[src/hw/rtl/dspk_pkg.sv]
// Shared types and constants of the display SPI nine-bit packer.
package dspk_pkg;

  // Widths of the word fields.
  localparam int unsigned ByteW     = 8;
  localparam int unsigned PhaseW    = 3;
  localparam int unsigned CfgIdxW   = 2;

  // Buffer depth; one input byte yields at most two SPI bytes, padded tail included.
  localparam int unsigned MaxResults = 3;
  localparam int unsigned CountW     = 2;

  // Configuration register indexes.
  localparam logic [CfgIdxW-1:0] CfgDcPinUsed = 2'd0;
  localparam logic [CfgIdxW-1:0] CfgCsPinUsed = 2'd1;

  typedef struct packed {
    logic dc_pin_used;
    logic cs_pin_used;
  } cfg_t;

  typedef struct packed {
    logic [ByteW-1:0] spi_byte;
    logic             dc_level;
    logic             cs_pulse_after;
    logic             last_result;
  } result_t;

endpackage

[src/hw/rtl/dspk_if.sv]
// Handshake channels of the packer: input words, SPI byte words and register writes.
interface dspk_in_if;
  logic                            valid;
  logic                            ready;
  logic [dspk_pkg::ByteW-1:0]      payload_byte;
  logic                            is_data;
  logic                            toggle_cs_each;
  logic                            end_of_run;

  modport source (output valid, payload_byte, is_data, toggle_cs_each, end_of_run,
                  input ready);
  modport sink   (input valid, payload_byte, is_data, toggle_cs_each, end_of_run,
                  output ready);
endinterface

interface dspk_out_if;
  logic                            valid;
  logic                            ready;
  logic [dspk_pkg::ByteW-1:0]      spi_byte;
  logic                            dc_level;
  logic                            cs_pulse_after;
  logic                            last_result;

  modport source (output valid, spi_byte, dc_level, cs_pulse_after, last_result,
                  input ready);
  modport sink   (input valid, spi_byte, dc_level, cs_pulse_after, last_result,
                  output ready);
endinterface

interface dspk_cfg_if;
  logic                            valid;
  logic                            ready;
  logic [dspk_pkg::CfgIdxW-1:0]    index;
  logic                            data;

  modport source (output valid, index, data, input ready);
  modport sink   (input valid, index, data, output ready);
endinterface

[src/hw/rtl/dspk_frame.sv]
// Combinational framing of one input byte into up to two SPI byte results.
module dspk_frame (
  input  dspk_pkg::cfg_t                         cfg_i,
  input  logic [dspk_pkg::ByteW-1:0]             payload_byte_i,
  input  logic                                   is_data_i,
  input  logic                                   toggle_cs_each_i,
  input  logic                                   end_of_run_i,
  input  logic [dspk_pkg::PhaseW-1:0]            phase_i,
  input  logic [dspk_pkg::ByteW-1:0]             held_i,
  output dspk_pkg::result_t                      res_o [dspk_pkg::MaxResults],
  output logic [dspk_pkg::CountW-1:0]            count_o,
  output logic [dspk_pkg::PhaseW-1:0]            phase_o,
  output logic [dspk_pkg::ByteW-1:0]             held_o
);

  logic [dspk_pkg::PhaseW-1:0]      ph;
  logic [2*dspk_pkg::ByteW:0]       stream;
  logic [2*dspk_pkg::ByteW:0]       stream_sh;
  logic [2*dspk_pkg::ByteW-1:0]     tail;
  logic [2*dspk_pkg::ByteW-1:0]     tail_sh;

  // The held byte, the flag bit and the new byte form one bit stream; the phase picks a window.
  assign ph        = phase_i + 3'd1;
  assign stream    = {held_i, is_data_i, payload_byte_i};
  assign stream_sh = stream >> ph;
  assign tail      = {payload_byte_i, 8'd0};
  assign tail_sh   = tail >> ph;

  always_comb begin
    res_o[0] = '0;
    res_o[1] = '0;
    res_o[2] = '0;
    count_o  = '0;
    phase_o  = '0;
    held_o   = '0;
    if (cfg_i.dc_pin_used) begin
      // Four-wire mode: the byte passes through and any partial run is dropped.
      res_o[0].spi_byte       = payload_byte_i;
      res_o[0].dc_level       = is_data_i;
      res_o[0].cs_pulse_after = toggle_cs_each_i & cfg_i.cs_pin_used;
      res_o[0].last_result    = 1'b1;
      count_o                 = 2'd1;
    end else begin
      // Three-wire mode: nine-bit frames packed into SPI bytes.
      if (ph == '0) begin
        res_o[0].spi_byte = stream[2*dspk_pkg::ByteW-1:dspk_pkg::ByteW];
        res_o[1].spi_byte = payload_byte_i;
        count_o           = 2'd2;
      end else begin
        res_o[0].spi_byte = stream_sh[dspk_pkg::ByteW-1:0];
        count_o           = 2'd1;
      end
      if (end_of_run_i) begin
        // Leftover bits go out zero padded, with a chip-select pulse if chip select is present.
        if (ph != '0) begin
          res_o[1].spi_byte       = tail_sh[dspk_pkg::ByteW-1:0];
          res_o[1].cs_pulse_after = cfg_i.cs_pin_used;
          count_o                 = 2'd2;
        end
      end else begin
        phase_o = ph;
        held_o  = payload_byte_i;
      end
      res_o[count_o - 2'd1].last_result = 1'b1;
    end
  end

endmodule

[src/hw/rtl/display_spi_nine_bit_packer.sv]
// Top level of the display SPI nine-bit packer: state, result buffer and handshakes.
//
// Usage:
//   in_i takes one payload byte per word with its data/command flag, the
//   per-byte chip-select request and the end-of-run mark. out_o delivers SPI
//   bytes with the data/command level, the chip-select pulse request and a
//   mark on the last byte caused by each input word. cfg_i writes the two
//   registers (index 0: data/command pin present, index 1: chip select present)
//   and is always ready; write it only while the block is idle.
// Output: a result word is registered and offered in the cycle after its input is taken.
// Throughput: one input word per cycle while each word yields one SPI byte
//   and out_o is ready; a word that yields two bytes holds the input until
//   its second byte leaves, as the result buffer drains one byte per cycle.
// Reset: both registers come up as 1 (four-wire mode, chip select present),
//   the bit phase and held byte clear and the result buffer is empty.
// Stall: while out_o is not ready the current byte holds; a new input word is
//   taken only while the buffer is empty or in the cycle its last byte leaves.
module display_spi_nine_bit_packer (
  input  logic              clk_i,
  input  logic              rst_ni,
  dspk_in_if.sink           in_i,
  dspk_out_if.source        out_o,
  dspk_cfg_if.sink          cfg_i
);

  dspk_pkg::cfg_t                     cfg_q;
  logic [dspk_pkg::PhaseW-1:0]        phase_q;
  logic [dspk_pkg::PhaseW-1:0]        phase_d;
  logic [dspk_pkg::ByteW-1:0]         held_q;
  logic [dspk_pkg::ByteW-1:0]         held_d;
  dspk_pkg::result_t                  res_q [dspk_pkg::MaxResults];
  dspk_pkg::result_t                  res_d [dspk_pkg::MaxResults];
  logic [dspk_pkg::CountW-1:0]        cnt_q;
  logic [dspk_pkg::CountW-1:0]        cnt_d;
  logic [dspk_pkg::CountW-1:0]        rd_idx_q;
  dspk_pkg::result_t                  cur;
  logic                               in_fire;
  logic                               out_fire;
  logic                               draining_last;

  // Configuration registers.
  assign cfg_i.ready = 1'b1;

  always_ff @(posedge clk_i or negedge rst_ni) begin
    if (!rst_ni) begin
      cfg_q <= '{dc_pin_used: 1'b1, cs_pin_used: 1'b1};
    end else if (cfg_i.valid) begin
      unique case (cfg_i.index)
        dspk_pkg::CfgDcPinUsed: cfg_q.dc_pin_used <= cfg_i.data;
        dspk_pkg::CfgCsPinUsed: cfg_q.cs_pin_used <= cfg_i.data;
        default: ;
      endcase
    end
  end

  // Framing of the incoming word against the packing state.
  dspk_frame u_frame (
    .cfg_i            (cfg_q),
    .payload_byte_i   (in_i.payload_byte),
    .is_data_i        (in_i.is_data),
    .toggle_cs_each_i (in_i.toggle_cs_each),
    .end_of_run_i     (in_i.end_of_run),
    .phase_i          (phase_q),
    .held_i           (held_q),
    .res_o            (res_d),
    .count_o          (cnt_d),
    .phase_o          (phase_d),
    .held_o           (held_d)
  );

  // Handshake: the buffer refills in the same cycle its last byte leaves.
  assign cur           = res_q[rd_idx_q];
  assign out_fire      = out_o.valid && out_o.ready;
  assign draining_last = out_fire && (rd_idx_q == cnt_q - 2'd1);
  assign in_i.ready    = (cnt_q == '0) || draining_last;
  assign in_fire       = in_i.valid && in_i.ready;

  assign out_o.valid          = (cnt_q != '0);
  assign out_o.spi_byte       = cur.spi_byte;
  assign out_o.dc_level       = cur.dc_level;
  assign out_o.cs_pulse_after = cur.cs_pulse_after;
  assign out_o.last_result    = cur.last_result;

  // Packing state and buffer control.
  always_ff @(posedge clk_i or negedge rst_ni) begin
    if (!rst_ni) begin
      phase_q  <= '0;
      held_q   <= '0;
      cnt_q    <= '0;
      rd_idx_q <= '0;
    end else if (in_fire) begin
      phase_q  <= phase_d;
      held_q   <= held_d;
      cnt_q    <= cnt_d;
      rd_idx_q <= '0;
    end else if (draining_last) begin
      cnt_q    <= '0;
      rd_idx_q <= '0;
    end else if (out_fire) begin
      rd_idx_q <= rd_idx_q + 2'd1;
    end
  end

  // Result words need no reset.
  always_ff @(posedge clk_i) begin
    if (in_fire) begin
      res_q <= res_d;
    end
  end

  // The read pointer always stays inside the filled part of the buffer.
  assert property (@(posedge clk_i) disable iff (!rst_ni)
    out_o.valid |-> (rd_idx_q < cnt_q))
    else $error("read pointer beyond buffered results");

  // The byte on offer carries the last mark exactly when it is the buffer's final entry.
  assert property (@(posedge clk_i) disable iff (!rst_ni)
    out_o.valid |-> (out_o.last_result == (rd_idx_q == cnt_q - 2'd1)))
    else $error("last mark does not match buffer position");

  // A new word is taken while bytes are pending only as the final one leaves.
  assert property (@(posedge clk_i) disable iff (!rst_ni)
    (in_fire && cnt_q != '0) |-> draining_last)
    else $error("input accepted over pending results");

  // Three-wire mode never drives the data/command level.
  assert property (@(posedge clk_i) disable iff (!rst_ni)
    (in_fire && !cfg_q.dc_pin_used) |=> !out_o.dc_level)
    else $error("data/command level set in three-wire mode");

endmodule

[src/flat_wrapper.sv]
// flat-port wrapper written by rule: the top's interface ports become plain ports
module display_spi_nine_bit_packer_flat 
  (clk_i, rst_ni, in_i_valid, in_i_payload_byte, in_i_is_data, in_i_toggle_cs_each, in_i_end_of_run, in_i_ready, out_o_valid, out_o_spi_byte, out_o_dc_level, out_o_cs_pulse_after, out_o_last_result, out_o_ready, cfg_i_valid, cfg_i_index, cfg_i_data, cfg_i_ready);
  dspk_in_if in_i_i ();
  dspk_out_if out_o_i ();
  dspk_cfg_if cfg_i_i ();
  input  logic clk_i;
  input  logic rst_ni;
  input wire logic [$bits(in_i_i.valid)-1:0] in_i_valid;
  input wire logic [$bits(in_i_i.payload_byte)-1:0] in_i_payload_byte;
  input wire logic [$bits(in_i_i.is_data)-1:0] in_i_is_data;
  input wire logic [$bits(in_i_i.toggle_cs_each)-1:0] in_i_toggle_cs_each;
  input wire logic [$bits(in_i_i.end_of_run)-1:0] in_i_end_of_run;
  output wire logic [$bits(in_i_i.ready)-1:0] in_i_ready;
  output wire logic [$bits(out_o_i.valid)-1:0] out_o_valid;
  output wire logic [$bits(out_o_i.spi_byte)-1:0] out_o_spi_byte;
  output wire logic [$bits(out_o_i.dc_level)-1:0] out_o_dc_level;
  output wire logic [$bits(out_o_i.cs_pulse_after)-1:0] out_o_cs_pulse_after;
  output wire logic [$bits(out_o_i.last_result)-1:0] out_o_last_result;
  input wire logic [$bits(out_o_i.ready)-1:0] out_o_ready;
  input wire logic [$bits(cfg_i_i.valid)-1:0] cfg_i_valid;
  input wire logic [$bits(cfg_i_i.index)-1:0] cfg_i_index;
  input wire logic [$bits(cfg_i_i.data)-1:0] cfg_i_data;
  output wire logic [$bits(cfg_i_i.ready)-1:0] cfg_i_ready;
  assign in_i_i.valid = in_i_valid;
  assign in_i_i.payload_byte = in_i_payload_byte;
  assign in_i_i.is_data = in_i_is_data;
  assign in_i_i.toggle_cs_each = in_i_toggle_cs_each;
  assign in_i_i.end_of_run = in_i_end_of_run;
  assign in_i_ready = in_i_i.ready;
  assign out_o_valid = out_o_i.valid;
  assign out_o_spi_byte = out_o_i.spi_byte;
  assign out_o_dc_level = out_o_i.dc_level;
  assign out_o_cs_pulse_after = out_o_i.cs_pulse_after;
  assign out_o_last_result = out_o_i.last_result;
  assign out_o_i.ready = out_o_ready;
  assign cfg_i_i.valid = cfg_i_valid;
  assign cfg_i_i.index = cfg_i_index;
  assign cfg_i_i.data = cfg_i_data;
  assign cfg_i_ready = cfg_i_i.ready;
  display_spi_nine_bit_packer u_core (.clk_i(clk_i), .rst_ni(rst_ni), .in_i(in_i_i), .out_o(out_o_i), .cfg_i(cfg_i_i));
endmodule
[config.mk]
export PLATFORM = sky130hd
export DESIGN_NAME = display_spi_nine_bit_packer_flat
export DESIGN_NICKNAME = d
export VERILOG_FILES = /design/src/hw/rtl/dspk_pkg.sv /design/src/hw/rtl/dspk_if.sv /design/src/hw/rtl/dspk_frame.sv /design/src/hw/rtl/display_spi_nine_bit_packer.sv /design/src/flat_wrapper.sv
export SDC_FILE = /design/constraint.sdc
export NUM_CORES = 1
export LEC_CHECK = 0
export ABC_AREA = 1
export BUFFER_PORTS_ARGS = -buffer_cell sky130_fd_sc_hd__buf_4
export CAP_MARGIN = 40
export CELL_PAD_IN_SITES_DETAIL_PLACEMENT = 1
export CELL_PAD_IN_SITES_GLOBAL_PLACEMENT = 1
export CORE_AREA = 2 2 77 79
export CTS_CLUSTER_DIAMETER = 30
export CTS_CLUSTER_SIZE = 30
export DETAILED_ROUTE_END_ITERATION = 8
export DIE_AREA = 0 0 79 81
export HOLD_SLACK_MARGIN = 0.03
export PLACE_DENSITY_LB_ADDON = 0.2
export SETUP_SLACK_MARGIN = 0.15
export SYNTH_ARGS = -nofsm -noshare
export SYNTH_HDL_FRONTEND = slang
export SYNTH_SLANG_ARGS = --single-unit
export TNS_END_PERCENT = 5
[constraint.sdc]
create_clock -name clk_i -period 5.5 [get_ports clk_i]
set_input_delay 1.65 -clock clk_i [delete_from_list [all_inputs] [get_ports clk_i]]
set_output_delay 1.65 -clock clk_i [all_outputs]
set_load 0.01 [all_outputs]
Word level (Yosys, flattened, before mapping)
Cells that the tools add are included.

Shifts and indexed selects: 2. Equality and inequality tests: 2. Bitwise logic cells: 3. Multiplexer cells: 30. Order comparisons: 3. $add $sub $neg: 4. Reduce and logical (&&, ||, !) cells: 14.

Operators with widths (number): two-way mux 8 bit (8); bitwise mux 33 bit (1); two-way mux 11 bit (3); binary-select mux 11 bit (select 2 bit) (1); demux 11 bit (select 2 bit) (1); two-way mux 2 bit (10); >> shifter 17 x 3 -> 8 bit (1); >> shifter 16 x 3 -> 8 bit (1); greater-or-equal comparator 3 bit (second input constant) (2); two-way mux 3 bit (2); NOT 2 -> 3 bit (2); nonzero test 3 bit (2); logical AND 1 bit (4); logical NOT 2 bit (2); two-way mux 1 bit (4); AND reduction 2 bit (2); nonzero test 2 bit (2); subtractor 2 x 1 -> 2 bit (second input constant) (2); adder 3 x 1 -> 3 bit (second input constant) (1); logical NOT 3 bit (1); < comparator 3 x 1 -> 1 bit (second input constant) (1); adder 2 x 1 -> 2 bit (second input constant) (1); equality test 2 x 1 -> 1 bit (second input constant) (1); equality test 2 bit (1); other kinds (2) (2).

Output and inout bits: 14. Input port bits: 19. Bits in registers: 50.

Logic depth before layout (Yosys ltp)
Gate-level depths: netlist (run 1).

Depth after elaboration: 14. Gate-level depth with buffers: 11. Depth with buffers taken out: 10.

By module
Synthesis (run 1) repeated with hierarchy kept, for this count alone.

Cell total of the unflattened synthesis: 431. Area total of the unflattened synthesis: 3188.1 um2.

Modules (own cells, without submodules): display_spi_nine_bit_packer (times used 1, area an instance 2026.9 um2, cells each 180, sequential area each 1418.9 um2); dspk_frame (times used 1, area an instance 1161.1 um2, cells each 251, sequential area each 0.0 um2).

Worst setup path before layout (run 1)
Ideal clock, no wire load.

Path kind: input to output. From: input out_o_ready. To: output in_i_ready. Data required time: 3.850 ns. Stages: 5. Slack: 1.677 ns. Arrival: 2.173 ns. Path buffers: 1. Path through: nand2_1 nor2_2 nand3_4 nand2_4 buf_6.

Word-level cells in the longest chain between the ends: 3.

Ends and longest elaborated chain: start, declared (line flat_wrapper.sv:20) `input wire logic [$bits(out_o_i.ready)-1:0] out_o_ready;`; logical AND 1 bit (line display_spi_nine_bit_packer.sv:73) `assign out_fire = out_o.valid && out_o.ready;`; logical AND 1 bit (line display_spi_nine_bit_packer.sv:74) `assign draining_last = out_fire && (rd_idx_q == cnt_q - 2'd1);`; logical OR 1 bit (line display_spi_nine_bit_packer.sv:75) `assign in_i.ready = (cnt_q == '0) || draining_last;`; end, declared (line flat_wrapper.sv:14) `output wire logic [$bits(in_i_i.ready)-1:0] in_i_ready;`.

Every way passes these cells.

Worst setup path after layout (run 1)
Same ends and word-level chain as after synthesis.

==> metrics, run 1 <==
status=completed; initial DRC count=153; Std-Cell Rows=28; vias in the first global route=2325; Tmin final=4.039 ns; first-pass GRT wire length=11700 um; Slew headroom=46.98%; CTS resizes=0; layout cells sized above 1=12.88%; NetSw=0.0006244 W; CTS tree=built; Max Slew Vio Count=0; DP Area=2668 um^2; endpoints failing setup=0; depth of the CTS H-tree=2; Synth area leader=edfxtp_1; final core occ=48.79%; Max Root-Sink Buffers=2; Max VDD drop=0.2051 mV; clk sinks=38; worst hold path type=reg2reg; IO Count=33; Int Power=0.0007723 W; WHS Path Cells=2; Worst EP arrival=2.39 ns; Die ar.=6399 um^2; Worst R2R Setup Slack=2.75 ns; Logic pwr share=48.4%; cts bufs inserted=5; Syn Nets=366; WP data required=3.85 ns; GR Util All Layers=23.54%; RR Endpoint=u_core.res_q[19]; Peak Freq=247.6 MHz; Layout Area Growth over Synthesis=13.37%; synthesized cell area=2442 um^2; Initial Util=43.03%; nets@finish=386; Core Area=5675 um^2; Critical Path Sink Type=output port; Worst R2R Start=u_core.phase_q[0]; Syn Inst Count=344; Setup Buffers After CTS=0; gr ovfl total=0; Final Cell Area=2769 um^2; Final Hold Fails=0; area occupied by multi-input gates=1195 um^2; PortBufs=31; vias per inst=5.384; initial antenna violation count=0; top cell type's share of synthesized area=27.05%; Setup TNS=0 ns; Setup crit start kind=input port; largest net degree at the start of global routing=25; Leak=1.358 nW; non-filler cells, final=440; Slew @ Worst Pin=0.7944 ns; Final Power=0.001397 W; Max Clock Skew=0.007341 ns; Reg area=1064 um^2; CP startpoint=out_o_ready; reg2reg path depth=6; Final HPWL DP=5249 um; Final Cycle Share=73.43%; main area contributors after synthesis=edfxtp_1 (27%), nand2_1 (19%), dfrtp_1 (14%); hold_buf cts=0; Top FF cell, synth=edfxtp_1; GP Congestion=0.8369; RSZ-0062 raised after global routing=no; Antenna Cells=0; ys async rst share=42.11%; sequential share of power=36.3%; Die Ht=81 um; WL/cell=15.94 um; Clk pwr share=15.3%; drt drc=0; Cells after DPL=432; switching part of the total=44.70%; Clk Latency, worst-skew pair=0.29 ns; DIE WIDTH=79 um; Worst Setup Path Type=in2out; clock-pin slew on the worst setup and hold paths=0.07 ns; Critical Path Sink=in_i_ready; EDFF count, synth=22; Layout fillers=756; Cell Pwr Density=504.4 nW/um^2; Seq cells post-synth=38; Post-Syn Area per Cell=7.100 um^2; max-cap violation count=0; Routed Antenna Nets=0; 1st-pass router iterations=4; root buffer cell=clkbuf_8; Seq/Total Area, Yosys=43.55%; Netlist cell types=30; synth warn=0; CP max FO=14; routed via count=2369; DRT Wirelength=7014 um
## area by class of cell
class                           instances  area share, %
Multi-Input combinational cell        266          43.15
Sequential cell                        38          38.41
Timing Repair Buffer                   31          8.405
Clock buffer                            8          3.660
Tap cell                               75          3.389
Inverter                               22          2.982
## worst min-delay path by stage
stage,start,end,slack (ns)
after global placement,u_core.phase_q[1],u_core.phase_q[1],0.47
after global routing,u_core.cfg_q[0],u_core.cfg_q[0],0.52
after CTS,u_core.phase_q[1],u_core.phase_q[1],0.49
after detailed placement,u_core.phase_q[1],u_core.phase_q[1],0.48
after floorplan,u_core.held_q[6],u_core.held_q[6],0.44
final,u_core.phase_q[1],u_core.phase_q[1],0.49
## stage by stage
stage               worst slack [ns]  hold WS (ns)
floorplan                      1.677        0.4426
global placement               1.487        0.4746
detailed placement             1.458        0.4770
CTS                            1.459        0.4950
global route                   1.377        0.5190
finish                         1.461        0.4876
## metal layers
layer / track usage, % / part of all wire [%]
met5: 0 / 0
met3: 3.222 / 2.9
met4: 7.069 / 1.6
met2: 39.92 / 49
met1: 31.59 / 46
## registers in the layout, indices dropped and copies added, names as in the netlist
register and cells:
u_core.cnt_q 2, u_core.res_q 22, u_core.phase_q 3, u_core.cfg_q 2, u_core.rd_idx_q 2, u_core.held_q 7
## critical path, stage by stage
cell and delay [ns]:
buf_4 0.09, nand2_1 0.07, nor2_2 0.15, nand3_4 0.12, nand2_4 0.16, buf_4 0.15
## power groups by stage
stage	Clock [W]	Sequential (W)	Combinational (W)
finish	0.000213	0.000507	0.000677
global route	0.000226	0.000519	0.000769
CTS	0.000217	0.000507	0.000679
detailed placement	0	0.000513	0.000675
global placement	0	0.000507	0.000657
floorplan	0	0.000452	0.000519
## synthesized netlist by cell type (all sizes together) (2+ instances only)
| library cell | n |
|---|---|
| a31oi | 2 |
| nand3 | 71 |
| inv | 21 |
| o21ai | 3 |
| o22ai | 3 |
| dfrtp | 14 |
| a21oi | 11 |
| ha | 3 |
| conb | 2 |
| nand2 | 128 |
| dfstp | 2 |
| edfxtp | 22 |
| nor2 | 37 |
| buf | 10 |
| clkbuf | 8 |
## placed cells by master (no fill, tap or decap), types with 3 or more instances in the layout
| cell | Yosys | final |
|---|---|---|
| a21oi_1 | 11 | 11 |
| buf_4 | 3 | 31 |
| clkbuf_8 | 0 | 5 |
| dfrtp_1 | 14 | 14 |
| edfxtp_1 | 22 | 22 |
| ha_1 | 3 | 3 |
| inv_1 | 19 | 19 |
| nand2_1 | 126 | 126 |
| nand3_1 | 70 | 70 |
| nor2_1 | 34 | 34 |
| nor2_2 | 3 | 3 |
| o21ai_0 | 3 | 3 |
| o22ai_1 | 3 | 3 |
## cell families after synthesis
| logic type | count (synthesis) | synth area share [%] |
|---|---|---|
| fa+ha+maj | 3 | 1.537 |
| flops | 38 | 43.55 |
| compound gates | 22 | 5.072 |
| xor+xnor | 1 | 0.3587 |
| other cells | 2 | 0.3075 |
| simple gates | 238 | 41.65 |
| buf+inv | 40 | 7.530 |
No activity file was read; power rests on OpenSTA's default activity.
==> inputs of run 2 (changes only) <==
CORE_AREA = 2 2 85 87   (was 2 2 77 79)
DIE_AREA = 0 0 87 89   (was 0 0 79 81)
clock period = 3.5 ns   (was 5.5 ns; I/O delays follow)
==> metrics, run 2 (synthesis gave the netlist of run 1 again) <==
Peak Freq=353.7 MHz; met2 usage=33.52%; Std-Cell Rows=30; WP data required=2.45 ns; max-cap violation count=0; initial antenna violation count=0; CP startpoint=out_o_ready; Leak=1.379 nW; Final Hold Fails=0; met3 Usage GRT=2.862%; Final Cell Area=2808 um^2; Clk Latency, worst-skew pair=0.29 ns; initial DRC count=103; Die Ht=89 um; first-pass GRT wire length=11540 um; clk sinks=38; busiest grt layer=met2; Die ar.=7743 um^2; Setup crit start kind=input port; Buf/Inv on CP=2; clock-pin slew on the worst setup and hold paths=0.08 ns; cell mode on critical path=buf_4; CTS resizes=0; root buffer cell=clkbuf_8; DP Area=2696 um^2; worst hold path type=reg2reg; CP peak stage delay=0.16 ns; max FFs per register=22; Max Clock Skew=0.01359 ns; Layout Area Growth over Synthesis=14.96%; Hold WS=0.5019 ns; Slew @ Worst Pin=0.5498 ns; GR Util All Layers=19.38%; area occupied by multi-input gates=1195 um^2; crit-path leading delay family=simple AND/OR/NAND/NOR gates; Layout fillers=864; Levels on crit path=6; WHS Path Cells=2; Max Root-Sink Buffers=2; Max Slew Vio Count=0; Max VDD drop=0.2471 mV; Cell Pwr Density=793.2 nW/um^2; cts bufs inserted=5; largest net degree at the start of global routing=25; DP Worst Slack=0.6634 ns; CP max FO=14; endpoints failing setup=0; Worst R2R Setup Slack=1.08 ns; Logic pwr share=49.5%; Reg area=1064 um^2; DIE WIDTH=87 um; Core Area=6719 um^2; sequential share of power=34.6%; Setup TNS=0 ns; GP Congestion=0.8654; most frequent cells in the layout=nand2_1 (126), nand3_1 (70), nor2_1 (34), buf_4 (34), edfxtp_1 (22); Int Power=0.001248 W; Tmin final=2.827 ns; PortBufs=31; worst-path cell chain=buf_4 -> nand2_1 -> nor2_2 -> nand3_4 -> nand2_4 -> buf_4; status=completed; routed via count=2332; biggest regs=u_core.res_q (22), u_core.held_q (7), u_core.phase_q (3); vias in the first global route=2325; hold_buf cts=0; Worst R2R Start=u_core.phase_q[0]; gr ovfl total=0; met1 Resource Use GR=25.75%; Reg with most FFs=u_core.res_q; layout cells sized above 1=13.86%; Clk pwr share=15.9%; nets@finish=389; NetSw=0.0009790 W; Final HPWL DP=5423 um; vias per inst=5.205; DRT Wirelength=7122 um; Critical Path Sink Type=output port; WL/cell=15.90 um; commonest non-fill, non-tap cell in the layout=nand2_1; Slew headroom=63.31%; PnR worst setup slack=0.6729 ns; CTS tree=built; RSZ-0062 raised after global routing=no; Setup Buffers After CTS=0; Critical Path Sink=in_i_ready; Worst Setup Path Type=in2out; Antenna Cells=0; drt drc=0; Final Cycle Share=80.77%; depth of the CTS H-tree=2; switching part of the total=43.96%; Worst EP arrival=1.78 ns; Initial Util=36.35%; Routed Antenna Nets=0; 1st-pass router iterations=4; RR Endpoint=u_core.res_q[17]; slowest stage cell, crit path=nand2_4; IO Count=33; reg2reg path depth=6
-- run 2: cell count changes in the layout (fill, tap and decap cells not counted) --
| cell | delta |
|---|---|
| buf_4 | +3 |
| clkbuf_1 | -1 |
| clkbuf_8 | +1 |
-- run 2: cell type report --
cell class	count	area share [%]
clock buffer	8	3.966
inverter	22	2.941
multi-input combinational	266	42.56
sequential	38	37.88
tap	80	3.565
timing repair buffer	34	9.091
-- run 2: routing by layer --
layer	up-vias	wire length [um]
li1	1169	-
met1	1128	3408
met2	30	3474
met3	5	189
met4	0	51
met5	-	0
-- run 2: stage by stage --
stage / total power, W / utilization (%) / cells
detailed placement: 0.001895 / 40.13 / 440
global route: 0.002407 / 41.79 / 448
finish: 0.002227 / 41.79 / 448
floorplan: 0.001525 / - / 344
CTS: 0.002251 / 41.79 / 448
global placement: 0.001864 / 40.13 / 440
-- run 2: how the worst min path moves through the flow --
| stage | from | end |
|---|---|---|
| 2_1_floorplan | u_core.held_q[6] | u_core.held_q[6] |
| 3_3_place_gp | u_core.phase_q[2] | u_core.phase_q[2] |
| 3_5_place_dp | u_core.phase_q[1] | u_core.phase_q[1] |
| 4_1_cts | u_core.phase_q[1] | u_core.phase_q[1] |
| 5_1_grt | u_core.phase_q[1] | u_core.phase_q[1] |
| 6_report | u_core.held_q[6] | u_core.held_q[6] |
-- run 2: power by group through the flow --
stage	Combinational (W)	Clock [W]	Sequential, W
after floorplan	0.000815	0	0.000710
after global placement	0.00109	0	0.000777
after detailed placement	0.00111	0	0.000783
after CTS	0.00112	0.000361	0.000774
after global routing	0.00124	0.000377	0.000792
final	0.00110	0.000353	0.000771
-- run 2: worst reg2reg max path, cell delays in order (launching register included) --
cell      delay, ns
dfrtp_1        0.41
ha_1           0.21
ha_1           0.52
clkinv_1       0.40
nor2_2         0.33
nand2_1        0.13
o22ai_1        0.23
==> inputs of run 3 (changes only) <==
CORE_AREA = 2 2 81 83   (was 2 2 85 87)
DIE_AREA = 0 0 83 85   (was 0 0 87 89)
clock period = 2.75 ns   (was 3.5 ns; I/O delays follow)
==> metrics, run 3 (synthesis gave the netlist of run 1 again) <==
max FFs per register=22; commonest non-fill, non-tap cell in the layout=nand2_1; DRT Wirelength=7081 um; Setup crit start kind=flip-flop; first-pass GRT wire length=11670 um; clk sinks=38; Int Power=0.001551 W; drt drc=0; worst hold path type=in2async; GR Util All Layers=20.97%; Die Ht=85 um; CP max FO=15; switching part of the total=44.80%; Max Clock Skew=0.008915 ns; Layout Area Growth over Synthesis=14.70%; most frequent cells in the layout=nand2_1 (126), nand3_1 (70), buf_4 (35); Max Slew Vio Count=0; nets@finish=390; sequential share of power=34.9%; cts bufs inserted=5; Cell Pwr Density=1003 nW/um^2; initial antenna violation count=0; layout cells sized above 1=14.36%; Slew headroom=64.48%; GP Congestion=0.8787; routed via count=2372; Core Area=6205 um^2; Peak Freq=394.1 MHz; Final Cell Area=2801 um^2; Final Cycle Share=92.26%; Worst Setup Path Type=reg2out; IO Count=33; clock-pin slew on the worst setup and hold paths=0.07 ns; vias per inst=5.318; Die ar.=7055 um^2; Critical Path Sink Type=output port; Final Power=0.002810 W; max-cap violation count=0; root buffer cell=clkbuf_8; Slew @ Worst Pin=0.5329 ns; initial DRC count=151; gr ovfl total=0; Tmin final=2.537 ns; PortBufs=31; area occupied by multi-input gates=1204 um^2; Routed Antenna Nets=0; Final HPWL DP=5373 um; hold_buf cts=0; CTS tree=built; status=completed; Worst EP arrival=1.71 ns; WP data required=1.93 ns; NetSw=0.001259 W; WL/cell=15.88 um; Reg area=1065 um^2; DP Area=2693 um^2; Clk Latency, worst-skew pair=0.29 ns; Antenna Cells=0; DIE WIDTH=83 um; Reg with most FFs=u_core.res_q; vias in the first global route=2341; 1st-pass router iterations=4; depth of the CTS H-tree=2; PnR worst setup slack=0.2128 ns; Setup TNS=0 ns; Final Hold Fails=0; Std-Cell Rows=29; RSZ-0062 raised after global routing=yes; Leak=1.377 nW; final core occ=45.15%; Initial Util=39.36%; Max Root-Sink Buffers=2; Layout fillers=799; DP Worst Slack=0.3233 ns; Max VDD drop=0.4325 mV; biggest regs=u_core.res_q (22), u_core.held_q (7), u_core.phase_q (3); Logic pwr share=51.2%; Clk pwr share=13.9%; largest net degree at the start of global routing=25; endpoints failing setup=0
## run 3: cell types whose count changed in the layout (fill, tap and decap cells not counted), sizes merged
| cell | before | now |
|---|---|---|
| clkbuf | 8 | 7 |
| buf | 34 | 35 |
| clkinv | 1 | 2 |
## run 3: repair_timing
item,in CTS,in global routing
resized for setup,1,1
buffers inserted,1,0
pin swaps,0,1
setup endpoints to repair,1,8
## run 3: path summary, 6_finish.rpt
check	endpoint	cells after the start	start	slack, ns
worst max-delay path	in_i_ready	5	u_core.rd_idx_q[1]	0.21
worst min-delay path	u_core.held_q[0]	1	rst_ni	0.39
worst max register to register	u_core.res_q[19]	6	u_core.phase_q[0]	0.55
worst min register to register	u_core.phase_q[1]	2	u_core.phase_q[1]	0.49
max in group asynchronous	u_core.cfg_q[0]	1	rst_ni	2.11
min in group clk_i	u_core.phase_q[1]	2	u_core.phase_q[1]	0.49
## run 3: critical path: stages (launching register included)
cell and delay [ns]:
dfrtp_1 0.68, nor2_1 0.13, nor2_2 0.19, nand3_4 0.15, nand2_8 0.14, buf_4 0.13
## run 3: power groups by stage
stage | registers [W] | logic, W | clock network, W
2_1_floorplan | 0.000903 | 0.00104 | 0
3_3_place_gp | 0.000988 | 0.00139 | 0
3_5_place_dp | 0.000998 | 0.00142 | 0
4_1_cts | 0.000983 | 0.00146 | 0.000406
5_1_grt | 0.00101 | 0.00162 | 0.000424
6_report | 0.000980 | 0.00144 | 0.000391
## run 3: area by class of cell
cell class	count	area share [%]
multi-input cells	266	42.97
flip-flops and latches	38	38.01
repair buffers	35	9.379
well taps	77	3.439
clock buffers	7	3.082
inverters	22	2.948
clock inverters	1	0.1787
## run 3: per-layer routing
metal | vias up | wire length, um | global-route usage (%)
met5 | - | 0 | 0
met4 | 0 | 66 | 5.961
met3 | 8 | 300 | 3.794
met2 | 49 | 3511 | 36.14
met1 | 1146 | 3202 | 27.16
li1 | 1169 | - | -
## run 3: metrics by stage
| stage | hold WS (ns) | std cells |
|---|---|---|
| 6_report | 0.3856 | 446 |
| 5_1_grt | 0.3932 | 446 |
| 4_1_cts | 0.3819 | 446 |
| 3_5_place_dp | 0.4706 | 437 |
| 3_3_place_gp | 0.4687 | 437 |
| 2_1_floorplan | 0.4426 | 344 |
